## src/sv/pse_pkg.sv

```systemverilog
// shared types, token and status codes for the postfix stack evaluator
// no dependencies; imported by pse_stack, pse_alu and postfix_stack_evaluator
`default_nettype none

package pse_pkg;

   localparam int DATA_W          = 32;
   localparam int ACT_W           = 3;
   localparam int STAT_W          = 2;
   localparam int STACK_DEPTH_DEF = 16;

   localparam logic [ACT_W-1:0] ACT_PUSH = 3'd0;
   localparam logic [ACT_W-1:0] ACT_ADD  = 3'd1;
   localparam logic [ACT_W-1:0] ACT_SUB  = 3'd2;
   localparam logic [ACT_W-1:0] ACT_MUL  = 3'd3;
   localparam logic [ACT_W-1:0] ACT_DIV  = 3'd4;

   localparam logic [STAT_W-1:0] ST_OK        = 2'd0;
   localparam logic [STAT_W-1:0] ST_UNDERFLOW = 2'd1;
   localparam logic [STAT_W-1:0] ST_OVERFLOW  = 2'd2;
   localparam logic [STAT_W-1:0] ST_DIVZERO   = 2'd3;

   localparam logic signed [DATA_W-1:0] Q_MAX = 32'sh7FFF_FFFF;
   localparam logic signed [DATA_W-1:0] Q_MIN = 32'sh8000_0000;

   // dividend is |a| shifted up by the fraction width
   localparam int FRAC_W = 16;
   localparam int QUO_W  = DATA_W + FRAC_W;

   typedef enum logic [1:0] {
      S_IDLE,
      S_DECODE,
      S_ALU_WAIT,
      S_EMIT
   } seq_state_type;

   typedef enum logic [1:0] {
      A_IDLE,
      A_MUL,
      A_DIV,
      A_DFIN
   } alu_state_type;

   typedef struct packed {
      logic                     start;
      logic [ACT_W-1:0]         op;
      logic signed [DATA_W-1:0] a;
      logic signed [DATA_W-1:0] b;
   } alu_req_type;

   typedef struct packed {
      logic                     done;
      logic signed [DATA_W-1:0] result;
   } alu_rsp_type;

endpackage

`default_nettype wire

```

## src/sv/pse_stack.sv

```systemverilog
// operand stack memory: one write port, two registered read ports
// depends on pse_pkg
`default_nettype none

module pse_stack #(
   parameter int STACK_DEPTH = pse_pkg::STACK_DEPTH_DEF
) (
   input  wire logic                               clock,
   input  wire logic                               wr_en,
   input  wire logic [$clog2(STACK_DEPTH)-1:0]     wr_addr,
   input  wire logic signed [pse_pkg::DATA_W-1:0]  wr_data,
   input  wire logic                               rd_en,
   input  wire logic [$clog2(STACK_DEPTH)-1:0]     rd_a_addr,
   input  wire logic [$clog2(STACK_DEPTH)-1:0]     rd_b_addr,
   output logic signed [pse_pkg::DATA_W-1:0]       rd_a_data,
   output logic signed [pse_pkg::DATA_W-1:0]       rd_b_data
);
   import pse_pkg::*;

   logic signed [DATA_W-1:0] mem [STACK_DEPTH];

   always_ff @(posedge clock) begin
      if (wr_en) begin
         mem[wr_addr] <= wr_data;
      end
   end

   always_ff @(posedge clock) begin
      if (rd_en) begin
         rd_a_data <= mem[rd_a_addr];
         rd_b_data <= mem[rd_b_addr];
      end
   end

endmodule

`default_nettype wire

```

## src/sv/pse_alu.sv

```systemverilog
// shared arithmetic unit: saturating add/sub, multiply, restoring divide
// depends on pse_pkg
`default_nettype none

module pse_alu (
   input  wire logic                  clock,
   input  wire logic                  reset,
   input  wire pse_pkg::alu_req_type  alu_req,
   output pse_pkg::alu_rsp_type       alu_rsp
);
   import pse_pkg::*;

   localparam int CNT_W = $clog2(QUO_W);

   alu_state_type            state_ff, state_in;
   logic                     done_ff, done_in;
   logic signed [DATA_W-1:0] result_ff, result_in;
   logic signed [2*DATA_W-1:0] prod_ff, prod_in;
   logic [QUO_W-1:0]         quo_ff, quo_in;
   logic [DATA_W-1:0]        rem_ff, rem_in;
   logic [DATA_W-1:0]        div_ff, div_in;
   logic                     neg_ff, neg_in;
   logic [CNT_W-1:0]         cnt_ff, cnt_in;

   logic signed [DATA_W:0]   sum;
   logic [DATA_W-1:0]        a_abs, b_abs;
   logic signed [QUO_W-1:0]  mul_q;
   logic [DATA_W:0]          rem_sh, rem_sub;
   logic                     rem_ge;

   always_comb begin
      a_abs   = alu_req.a[DATA_W-1] ? (~alu_req.a + 1'b1) : alu_req.a;
      b_abs   = alu_req.b[DATA_W-1] ? (~alu_req.b + 1'b1) : alu_req.b;
      if (alu_req.op == ACT_SUB) begin
         sum = {alu_req.a[DATA_W-1], alu_req.a} - {alu_req.b[DATA_W-1], alu_req.b};
      end else begin
         sum = {alu_req.a[DATA_W-1], alu_req.a} + {alu_req.b[DATA_W-1], alu_req.b};
      end
      mul_q   = prod_ff[2*DATA_W-1:FRAC_W];
      rem_sh  = {rem_ff, quo_ff[QUO_W-1]};
      rem_ge  = rem_sh >= {1'b0, div_ff};
      rem_sub = rem_sh - {1'b0, div_ff};
   end

   // next state
   always_comb begin
      state_in = state_ff;
      unique case (state_ff)
         A_IDLE: begin
            if (alu_req.start && alu_req.op == ACT_MUL) begin
               state_in = A_MUL;
            end else if (alu_req.start && alu_req.op == ACT_DIV) begin
               state_in = A_DIV;
            end
         end
         A_MUL: begin
            state_in = A_IDLE;
         end
         A_DIV: begin
            if (cnt_ff == '0) begin
               state_in = A_DFIN;
            end
         end
         A_DFIN: begin
            state_in = A_IDLE;
         end
         default: begin
            state_in = A_IDLE;
         end
      endcase
   end

   // datapath and outputs
   always_comb begin
      done_in   = 1'b0;
      result_in = result_ff;
      prod_in   = prod_ff;
      quo_in    = quo_ff;
      rem_in    = rem_ff;
      div_in    = div_ff;
      neg_in    = neg_ff;
      cnt_in    = cnt_ff;
      unique case (state_ff)
         A_IDLE: begin
            if (alu_req.start) begin
               prod_in = alu_req.a * alu_req.b;
               quo_in  = {a_abs, {FRAC_W{1'b0}}};
               rem_in  = '0;
               div_in  = b_abs;
               neg_in  = alu_req.a[DATA_W-1] ^ alu_req.b[DATA_W-1];
               cnt_in  = CNT_W'(QUO_W - 1);
               if (alu_req.op == ACT_ADD || alu_req.op == ACT_SUB) begin
                  done_in = 1'b1;
                  if (sum[DATA_W] != sum[DATA_W-1]) begin
                     result_in = sum[DATA_W] ? Q_MIN : Q_MAX;
                  end else begin
                     result_in = sum[DATA_W-1:0];
                  end
               end
            end
         end
         A_MUL: begin
            done_in = 1'b1;
            // floor shift already done by taking the upper bits
            if (mul_q > QUO_W'(Q_MAX)) begin
               result_in = Q_MAX;
            end else if (mul_q < QUO_W'(Q_MIN)) begin
               result_in = Q_MIN;
            end else begin
               result_in = mul_q[DATA_W-1:0];
            end
         end
         A_DIV: begin
            rem_in = rem_ge ? rem_sub[DATA_W-1:0] : rem_sh[DATA_W-1:0];
            quo_in = {quo_ff[QUO_W-2:0], rem_ge};
            cnt_in = cnt_ff - 1'b1;
         end
         A_DFIN: begin
            done_in = 1'b1;
            if (neg_ff) begin
               if (quo_ff > QUO_W'(33'h0_8000_0000)) begin
                  result_in = Q_MIN;
               end else begin
                  result_in = ~quo_ff[DATA_W-1:0] + 1'b1;
               end
            end else begin
               if (quo_ff > QUO_W'(33'h0_7FFF_FFFF)) begin
                  result_in = Q_MAX;
               end else begin
                  result_in = quo_ff[DATA_W-1:0];
               end
            end
         end
         default: begin
            done_in = 1'b0;
         end
      endcase
   end

   always_ff @(posedge clock) begin
      if (reset) begin
         state_ff <= A_IDLE;
         done_ff  <= 1'b0;
      end else begin
         state_ff <= state_in;
         done_ff  <= done_in;
      end
   end

   always_ff @(posedge clock) begin
      result_ff <= result_in;
      prod_ff   <= prod_in;
      quo_ff    <= quo_in;
      rem_ff    <= rem_in;
      div_ff    <= div_in;
      neg_ff    <= neg_in;
      cnt_ff    <= cnt_in;
   end

   assign alu_rsp.done   = done_ff;
   assign alu_rsp.result = result_ff;

endmodule

`default_nettype wire

```

## src/sv/postfix_stack_evaluator.sv

```systemverilog
// postfix evaluator top level: token sequencer, stack pointer, error latch, result register
// each token is captured, then decoded; arithmetic tokens then wait on the arithmetic unit (48-step divider)
// a token marked last then moves to the emit state, which loads the result register when the output is not stalled
// throughput: one token at a time, bounded by the shared arithmetic unit
// reset (synchronous, active high) empties the stack and clears the latched error
`default_nettype none

module postfix_stack_evaluator #(
   parameter int STACK_DEPTH = pse_pkg::STACK_DEPTH_DEF
) (
   input  wire logic                               clock,
   input  wire logic                               reset,
   input  wire logic                               req_valid,
   output logic                                    req_stall,
   input  wire logic [pse_pkg::ACT_W-1:0]          req_action,
   input  wire logic signed [pse_pkg::DATA_W-1:0]  req_operand,
   input  wire logic                               req_last,
   output logic                                    rsp_valid,
   input  wire logic                               rsp_stall,
   output logic signed [pse_pkg::DATA_W-1:0]       rsp_result_value,
   output logic [pse_pkg::STAT_W-1:0]              rsp_status
);
   import pse_pkg::*;

   localparam int IDX_W = $clog2(STACK_DEPTH);
   localparam int CNT_W = $clog2(STACK_DEPTH + 1);

   seq_state_type            state_ff, state_in;
   logic [CNT_W-1:0]         count_ff, count_in;
   logic [STAT_W-1:0]        err_ff, err_in;
   logic signed [DATA_W-1:0] top_ff, top_in;
   logic [ACT_W-1:0]         act_ff;
   logic signed [DATA_W-1:0] opnd_ff;
   logic                     last_ff;
   logic                     rsp_valid_ff, rsp_valid_in;
   logic signed [DATA_W-1:0] rsp_value_ff, rsp_value_in;
   logic [STAT_W-1:0]        rsp_status_ff, rsp_status_in;

   logic                     req_xfer;
   logic                     emit_ok;
   logic                     is_op;
   logic                     go_alu;
   logic [CNT_W-1:0]         cnt_m1, cnt_m2;

   logic                     wr_en;
   logic [IDX_W-1:0]         wr_addr;
   logic signed [DATA_W-1:0] wr_data;
   logic signed [DATA_W-1:0] rd_a_data, rd_b_data;

   alu_req_type              alu_req;
   alu_rsp_type              alu_rsp;

   pse_stack #(
      .STACK_DEPTH (STACK_DEPTH)
   ) u_stack (
      .clock     (clock),
      .wr_en     (wr_en),
      .wr_addr   (wr_addr),
      .wr_data   (wr_data),
      .rd_en     (req_xfer),
      .rd_a_addr (cnt_m2[IDX_W-1:0]),
      .rd_b_addr (cnt_m1[IDX_W-1:0]),
      .rd_a_data (rd_a_data),
      .rd_b_data (rd_b_data)
   );

   pse_alu u_alu (
      .clock   (clock),
      .reset   (reset),
      .alu_req (alu_req),
      .alu_rsp (alu_rsp)
   );

   assign req_stall = (state_ff != S_IDLE);
   assign req_xfer  = req_valid && !req_stall;
   assign emit_ok   = !rsp_valid_ff || !rsp_stall;
   assign cnt_m1    = count_ff - 1'b1;
   assign cnt_m2    = count_ff - CNT_W'(2);
   assign is_op     = (act_ff == ACT_ADD) || (act_ff == ACT_SUB) ||
                      (act_ff == ACT_MUL) || (act_ff == ACT_DIV);
   assign go_alu    = (state_ff == S_DECODE) && (err_ff == ST_OK) && is_op &&
                      (count_ff >= CNT_W'(2)) &&
                      !((act_ff == ACT_DIV) && (rd_b_data == '0));

   // next state
   always_comb begin
      state_in = state_ff;
      unique case (state_ff)
         S_IDLE: begin
            if (req_xfer) begin
               state_in = S_DECODE;
            end
         end
         S_DECODE: begin
            if (go_alu) begin
               state_in = S_ALU_WAIT;
            end else begin
               state_in = last_ff ? S_EMIT : S_IDLE;
            end
         end
         S_ALU_WAIT: begin
            if (alu_rsp.done) begin
               state_in = last_ff ? S_EMIT : S_IDLE;
            end
         end
         S_EMIT: begin
            if (emit_ok) begin
               state_in = S_IDLE;
            end
         end
         default: begin
            state_in = S_IDLE;
         end
      endcase
   end

   // outputs and datapath
   always_comb begin
      count_in      = count_ff;
      err_in        = err_ff;
      top_in        = top_ff;
      wr_en         = 1'b0;
      wr_addr       = count_ff[IDX_W-1:0];
      wr_data       = opnd_ff;
      alu_req.start = go_alu;
      alu_req.op    = act_ff;
      alu_req.a     = rd_a_data;
      alu_req.b     = rd_b_data;
      rsp_valid_in  = rsp_valid_ff && rsp_stall;
      rsp_value_in  = rsp_value_ff;
      rsp_status_in = rsp_status_ff;
      unique case (state_ff)
         S_IDLE: begin
            count_in = count_ff;
         end
         S_DECODE: begin
            // ignored tokens leave the old top in place
            top_in = rd_b_data;
            if (err_ff == ST_OK) begin
               if (act_ff == ACT_PUSH) begin
                  if (count_ff >= CNT_W'(STACK_DEPTH)) begin
                     err_in = ST_OVERFLOW;
                  end else begin
                     wr_en    = 1'b1;
                     count_in = count_ff + 1'b1;
                     top_in   = opnd_ff;
                  end
               end else if (is_op) begin
                  if (count_ff < CNT_W'(2)) begin
                     err_in = ST_UNDERFLOW;
                  end else if ((act_ff == ACT_DIV) && (rd_b_data == '0)) begin
                     err_in = ST_DIVZERO;
                  end
               end
            end
         end
         S_ALU_WAIT: begin
            wr_addr = cnt_m2[IDX_W-1:0];
            wr_data = alu_rsp.result;
            if (alu_rsp.done) begin
               wr_en    = 1'b1;
               count_in = cnt_m1;
               top_in   = alu_rsp.result;
            end
         end
         S_EMIT: begin
            if (emit_ok) begin
               rsp_valid_in = 1'b1;
               if (err_ff != ST_OK) begin
                  rsp_status_in = err_ff;
                  rsp_value_in  = '0;
               end else if (count_ff == '0) begin
                  rsp_status_in = ST_UNDERFLOW;
                  rsp_value_in  = '0;
               end else begin
                  rsp_status_in = ST_OK;
                  rsp_value_in  = top_ff;
               end
               count_in = '0;
               err_in   = ST_OK;
            end
         end
         default: begin
            count_in = count_ff;
         end
      endcase
   end

   always_ff @(posedge clock) begin
      if (reset) begin
         state_ff     <= S_IDLE;
         count_ff     <= '0;
         err_ff       <= ST_OK;
         rsp_valid_ff <= 1'b0;
      end else begin
         state_ff     <= state_in;
         count_ff     <= count_in;
         err_ff       <= err_in;
         rsp_valid_ff <= rsp_valid_in;
      end
   end

   always_ff @(posedge clock) begin
      top_ff        <= top_in;
      rsp_value_ff  <= rsp_value_in;
      rsp_status_ff <= rsp_status_in;
      if (req_xfer) begin
         act_ff  <= req_action;
         opnd_ff <= req_operand;
         last_ff <= req_last;
      end
   end

   assign rsp_valid        = rsp_valid_ff;
   assign rsp_result_value = rsp_value_ff;
   assign rsp_status       = rsp_status_ff;

   a_count_bound: assert property (@(posedge clock) disable iff (reset)
      count_ff <= CNT_W'(STACK_DEPTH))
      else $error("stack pointer beyond stack depth");

   a_err_value_zero: assert property (@(posedge clock) disable iff (reset)
      rsp_valid |-> (rsp_status == ST_OK || rsp_result_value == '0))
      else $error("error result transfer carries a non-zero value");

   a_alu_done_wait: assert property (@(posedge clock) disable iff (reset)
      alu_rsp.done |-> state_ff == S_ALU_WAIT)
      else $error("arithmetic unit finished outside its wait state");

   a_emit_clears: assert property (@(posedge clock) disable iff (reset)
      (state_ff == S_EMIT && emit_ok) |=> (count_ff == '0 && err_ff == ST_OK))
      else $error("stack or error not cleared after result");

   a_err_freezes: assert property (@(posedge clock) disable iff (reset)
      (state_ff == S_DECODE && err_ff != ST_OK) |=> $stable(count_ff))
      else $error("token changed the stack after an error");

endmodule

`default_nettype wire
```

## config.mk

```make
export PLATFORM = sky130hd
export DESIGN_NAME = postfix_stack_evaluator
export DESIGN_NICKNAME = d
export VERILOG_FILES = /design/src/sv/pse_pkg.sv /design/src/sv/pse_stack.sv /design/src/sv/pse_alu.sv /design/src/sv/postfix_stack_evaluator.sv
export SDC_FILE = /design/constraint.sdc
export NUM_CORES = 2
export LEC_CHECK = 0
export BUFFER_PORTS_ARGS = -buffer_cell sky130_fd_sc_hd__buf_2
export CORE_ASPECT_RATIO = 0.75
export CORE_MARGIN = 2
export CORE_UTILIZATION = 45
export CTS_BUF_LIST = sky130_fd_sc_hd__clkbuf_16
export CTS_CLUSTER_SIZE = 12
export DETAILED_ROUTE_END_ITERATION = 10
export PLACE_DENSITY_LB_ADDON = 0.2
export SYNTH_ARGS = -nofsm -noshare
export SYNTH_HDL_FRONTEND = slang
export SYNTH_HIERARCHICAL = 1
export SYNTH_SLANG_ARGS = --single-unit
export TNS_END_PERCENT = 50
```

## constraint.sdc

```tcl
create_clock -name clock -period 8.2 [get_ports clock]
set_input_delay 0.82 -clock clock [delete_from_list [all_inputs] [get_ports clock]]
set_output_delay 0.82 -clock clock [all_outputs]
set_load 0.02 [all_outputs]
```

; Word-level counts from Yosys, hierarchy flattened
; Memory sizes are Yosys's and may differ from the RTL's. A register that Yosys moved wholly into a read port is not among the register bits.
; Cells that the tools add are included.
[totals]
register_bits = 330
ramBits = 512
in_bits = 40
elab_cells = 174
memories = 1
[classes]
addsub = 10
multipliers = 1
n_lt_le_gt_ge = 8
n_eq_ne = 24
n_mux = 64
bitwise_logic = 5
reduce_logical = 41
[mem_list]
columns = name, depth, word_bits, rd, rd_clocked_by_memory_dff, wr, line
row1 = u_stack.mem, 16, 32, 2, 2, 1, pse_stack.sv:20  ; logic signed [DATA_W-1:0] mem [STACK_DEPTH];
[op_table]
columns = op, n
row1 = $mux W32, 17
row2 = $pmux W32 S2, 2
row3 = $add A32 B1 Y32 const B, 3
row4 = $gt A48 B32 Y1 const B, 2
row5 = $not A32 Y32, 3
row6 = $pmux W32 S3, 1
row7 = $pmux W48 S2, 1
row8 = $mul A32 B32 Y64, 1
row9 = $gt A48 B31 Y1 const B, 1
row10 = $lt A48 B32 Y1 const B, 1
row11 = $mux W48, 1
row12 = $add A32 B32 Y33, 1
row13 = $ge A33 B32 Y1, 1
row14 = $mux W33, 1
row15 = $sub A32 B32 Y33, 1
row16 = $logic_not A32 Y1, 1
row17 = $sub A32 B32 Y32, 1
row18 = $mux W31, 1
row19 = $mux W2, 15
row20 = $mux W5, 5
row21 = $pmux W5 S3, 1
row22 = $pmux W6 S2, 1
row23 = $reduce_and A6 Y1, 2
row24 = $mux W1, 11
row25 = 38 further kinds, 78

; Longest topological paths before layout
[logic_depth]
depth_word = 11
depth_mapped = 29

; By module
; Netlist, hierarchy kept.
[by_module_without_submodules]
columns = module, n_inst, cells_each, area_per_inst_um2, seq_area_each_um2
row1 = pse_alu, 1, 5370, 50055.5, 6035.8
row2 = pse_stack, 1, 1141, 24828.8, 17296.6
row3 = postfix_stack_evaluator, 1, 486, 5149.9, 3263.1

; Worst setup path before layout
; OpenSTA, ideal clock, no wires.
[synth_timing]
kind = register to register
startpoint = register u_stack/rd_a_data[31] in the netlist's numbering, read port of u_stack.mem
endpoint = register u_alu.prod_ff[61], data pin
setup_ns = 0.262
t_arrival_ns = 8.389
slack_ns = -0.451
path_stages_with_launch = 29
cell_sequence = edfxtp_1 > clkbuf_1 > clkbuf_1 > buf_1 > nand2_1 > inv_1 > fa_1 > inv_1 > fa_1 > inv_1 > fa_1 > fa_1 > inv_1 > fa_1 > inv_1 > fa_1 > fa_1 > fa_1 > ha_1 > clkbuf_1 > a21o_1 > a21oi_1 > o21ai_0 > or4_1 > a32oi_1 > nand3b_1 > a31oi_1 > o21bai_1 > xor2_1
[synth_between]
elab_chain_cells = 1
[synth_rtl]
columns = element, line
row1 = from (decl), pse_stack.sv:15  ; output logic signed [pse_pkg::DATA_W-1:0] rd_a_data,
row2 = $mul A32 B32 Y64, pse_alu.sv:86  ; prod_in = alu_req.a * alu_req.b;
row3 = to (signal assigned), pse_alu.sv:152  ; prod_ff <= prod_in;
row4 = to (decl), pse_alu.sv:18  ; logic signed [2*DATA_W-1:0] prod_ff, prod_in;
; No other way between the ends.
; A chain may end at the register's enable or synchronous reset.

; Worst setup path after layout
[layout_timing]
startpoint = register u_stack/rd_a_data[15] in the netlist's numbering, read port of u_stack.mem
endpoint = register u_alu.prod_ff[45], data pin
; The elaborated chain is that of the path after synthesis.

==> impl_results.md <==
* DRC at 0
* Final Setup Violations at 0
* RSZ-0062 raised after global routing: yes
* Final hold violations at 0
* Core Region at 177000 um2
* Site Rows at between 100 and 150
* CP Class: reg2reg
* Root Buffer: clkbuf_16
* TritonCTS Sinks at 890
* Starting DRT DRC Count at between 6000 and 7000
* Delay-heaviest family, CP: adder cells
* Clock buffer count from CTS at 93
* Share of the synthesized area in the top cell type at 32.9%
* Ys Warns at 6
* Crit Path Max Fanout at 17
* Sequential share of the synthesized area at 33.2%
* Period utilization at about 100%
* Synth-to-layout area growth at 10.6%
* Required time of the critical path at 8.65 ns
* I/O pins at 76
* CP arrival at 8.59 ns
* R2R setup slack at roughly 0.064 ns
* CP bufs+invs at 7
* Avg Cell Area, Syn at approximately 11 um2
* Routability cong. at around 0.93
* Via density at 5.77
* Cell Area, Synth at 80000 um2
* Startpoint types: flop
* Asr flop ratio synth at 0%
* CP endpoint kind: flop
* Die Area at approximately 180000 um2
* Min Tclk post-route at between 8 and 9 ns
* Worst hold path type: in2reg
* Mapped Nets at 8379
* Register bit count reported by yosys at a little under 900
* Worst hold margin at 0.239 ns
* Total Routing Usage GR at between 20% and 30%
* Gr ovfl total at 0
* Leading post-synthesis cells by cell area: edfxtp_1, fa_1, mux4_2, inv_1, and2_1
* Critical Path Max Stage Delay at ~0.58 ns
* Clock H-tree levels at 3
* Routed via count at about 55000
* Post-synth cell types at 77
* Fin. max-slew vios at 0
* DP HPWL at ~180000 um
* Max Cap Viol at 0
* Headroom to the max-slew limit at 9.78%
* CP most frequent cell: fa_1
* Fraction of layout cells with a size suffix above 1 at between 10% and 20%
* Cell taking the most area after synthesis: edfxtp_1
* EDFF count, synth at 877
* Clock Path Buffers at 3
* Run status: complete, no violations
* Worst-path clk slew at 0.07 ns
* Port Buf Inserts at 75
* First-pass GRT wire length at 372000 um
* CTS Hold Bufs at 0
* Pin count of the biggest net entering global routing at approximately 130
* Initial antenna violation count at 15
* Number of global-route vias before repair at ~56000
* DRT antenna net count at 0
* CTS tree: built
* Drt pass-1 iters at 6
* Drt wl/cell at about 27 um
* Worst Tran Pin Value at 1.34 ns
* Fmax at 123 MHz
* Clock latency on the worst-skew pair at around 0.75 ns
* Die W at ~490 um
* Nets at approximately 8400
* Skew final at 0.0549 ns
* Synth Instances at between 6000 and 7000
* Crit path max-delay cell type: fa_1
* Ys flop type: edfxtp_1
* Die Ht at 369 um
* Routed wire length at 254000 um
* Starting Density at between 40% and 50%
-- final cells by class --
class	instances	area, um2
well taps	2380	2980
clock inverters	50	390
repair buffers	398	3860
clock buffers	95	2380
diodes	12	30.0
multi-input cells	4549	48000
inverters	1123	4240
fillers	15700	88700
flip-flops and latches	890	26600
-- cell families after synthesis --
kind of cell               synth area share [%]
xor gates and xnor gates                   2.27
adders and majority gates                  31.1
DFF                                        33.2
AOI/OAI and AO/OA                          6.83
buffers and inverters                      7.48
and+or+nand+nor                            11.6
muxes                                      7.49
-- registers in the layout, indices dropped and copies added (netlist names) --
name	count
u_stack/mem	512
u_alu/prod_ff	48
u_alu/quo_ff	48
opnd_ff	32
rsp_result_value	32
top_ff	32
u_alu/div_ff	32
u_alu/rem_ff	32
u_alu/result_ff	32
u_stack/rd_a_data	32
u_stack/rd_b_data	32
u_alu/cnt_ff	6
count_ff	5
act_ff	3
err_ff	2
rsp_status	2
state_ff	2
u_alu/state_ff	2
last_ff	1
rsp_valid	1
u_alu/done_ff	1
u_alu/neg_ff	1
-- timing repair --
| item | in CTS | in global routing |
|---|---|---|
| cloned | 0 | 12 |
| gates resized for setup | 13 | 82 |
| endpoints found under the setup margin | 23 | 23 |
| pin swaps | 1 | 37 |
| buffers inserted | 2 | 34 |
-- through the flow --
| step | cell area [um2] | worst slack, ns | cells | utilization (%) | setup TNS (ns) |
|---|---|---|---|---|---|
| CTS | 87500 | 0.00344 | 9439 | 49.4 | 0 |
| finish | 88500 | 0.0635 | 9497 | 49.9 | 0 |
| detailed placement | 84700 | -0.702 | 9293 | 47.8 | -9.87 |
| global route | 88500 | -0.0456 | 9486 | 49.9 | -0.117 |
| global placement | 84700 | -0.663 | 9293 | 47.8 | -9.80 |
| floorplan | 80100 | -0.0520 | 6997 | - | -0.0520 |
-- synthesized netlist by cell type, types with 23 or more instances --
master    instances
and2_1          566
buf_2            25
a21oi_1         210
clkbuf_1        329
inv_1          1123
nand2_1         757
ha_1            259
fa_1           1083
nand4_1          37
nor2_1          191
o22ai_1          40
nand2b_1         26
mux2i_1          23
nor2b_1          54
edfxtp_1        877
xor2_1           97
nor4_1           26
a211o_1          26
a22oi_1         130
nor3_1           49
buf_1            56
mux4_2          256
a21o_1           66
nand3_1          58
o21ai_0         204
xnor2_1         109
o31ai_1          27
-- path summary, 6_finish.rpt --
kind | end | start | depth (start not counted)
min reg2reg | rsp_result_value[21] | top_ff[21] | 1
max reg2reg | u_alu/prod_ff[45] | u_stack/rd_a_data[15] | 26
max | u_alu/prod_ff[45] | u_stack/rd_a_data[15] | 26
min | opnd_ff[10] | req_operand[10] | 1
-- layout by cell type (no fill, tap or decap), drive strengths merged, types with 9 or more instances in the layout --
cell and instances:
a211o 26, a211oi 21, a21o 66, a21oi 211, a22oi 130, a31oi 20
and2 566, and3 17, buf 385, clkbuf 108, clkinv 20, dfxtp 13
diode 12, edfxtp 877, fa 1083, ha 259, inv 1144, mux2i 23
mux4 256, nand2 758, nand2b 26, nand3 58, nand3b 11, nand4 37
nor2 192, nor2b 54, nor3 50, nor4 26, o211ai 13, o21a 20
o21ai 205, o21bai 15, o22ai 40, o31ai 27, o41ai 9, or3 25
or4 16, xnor2 109, xor2 98
-- layer usage --
layer	wire length [um]	GRT usage, %	part of all wire (%)	vias to the layer above
li1	-	-	-	23300
met1	112000	42.6	44	28400
met2	107000	40.2	42	2738
met3	27200	5.45	11	368
met4	7960	7.41	3.1	4
met5	26	0	0.010	-
Power is not shown: default switching activity piles up to over one toggle a cycle in this logic, so the estimate is an artifact.
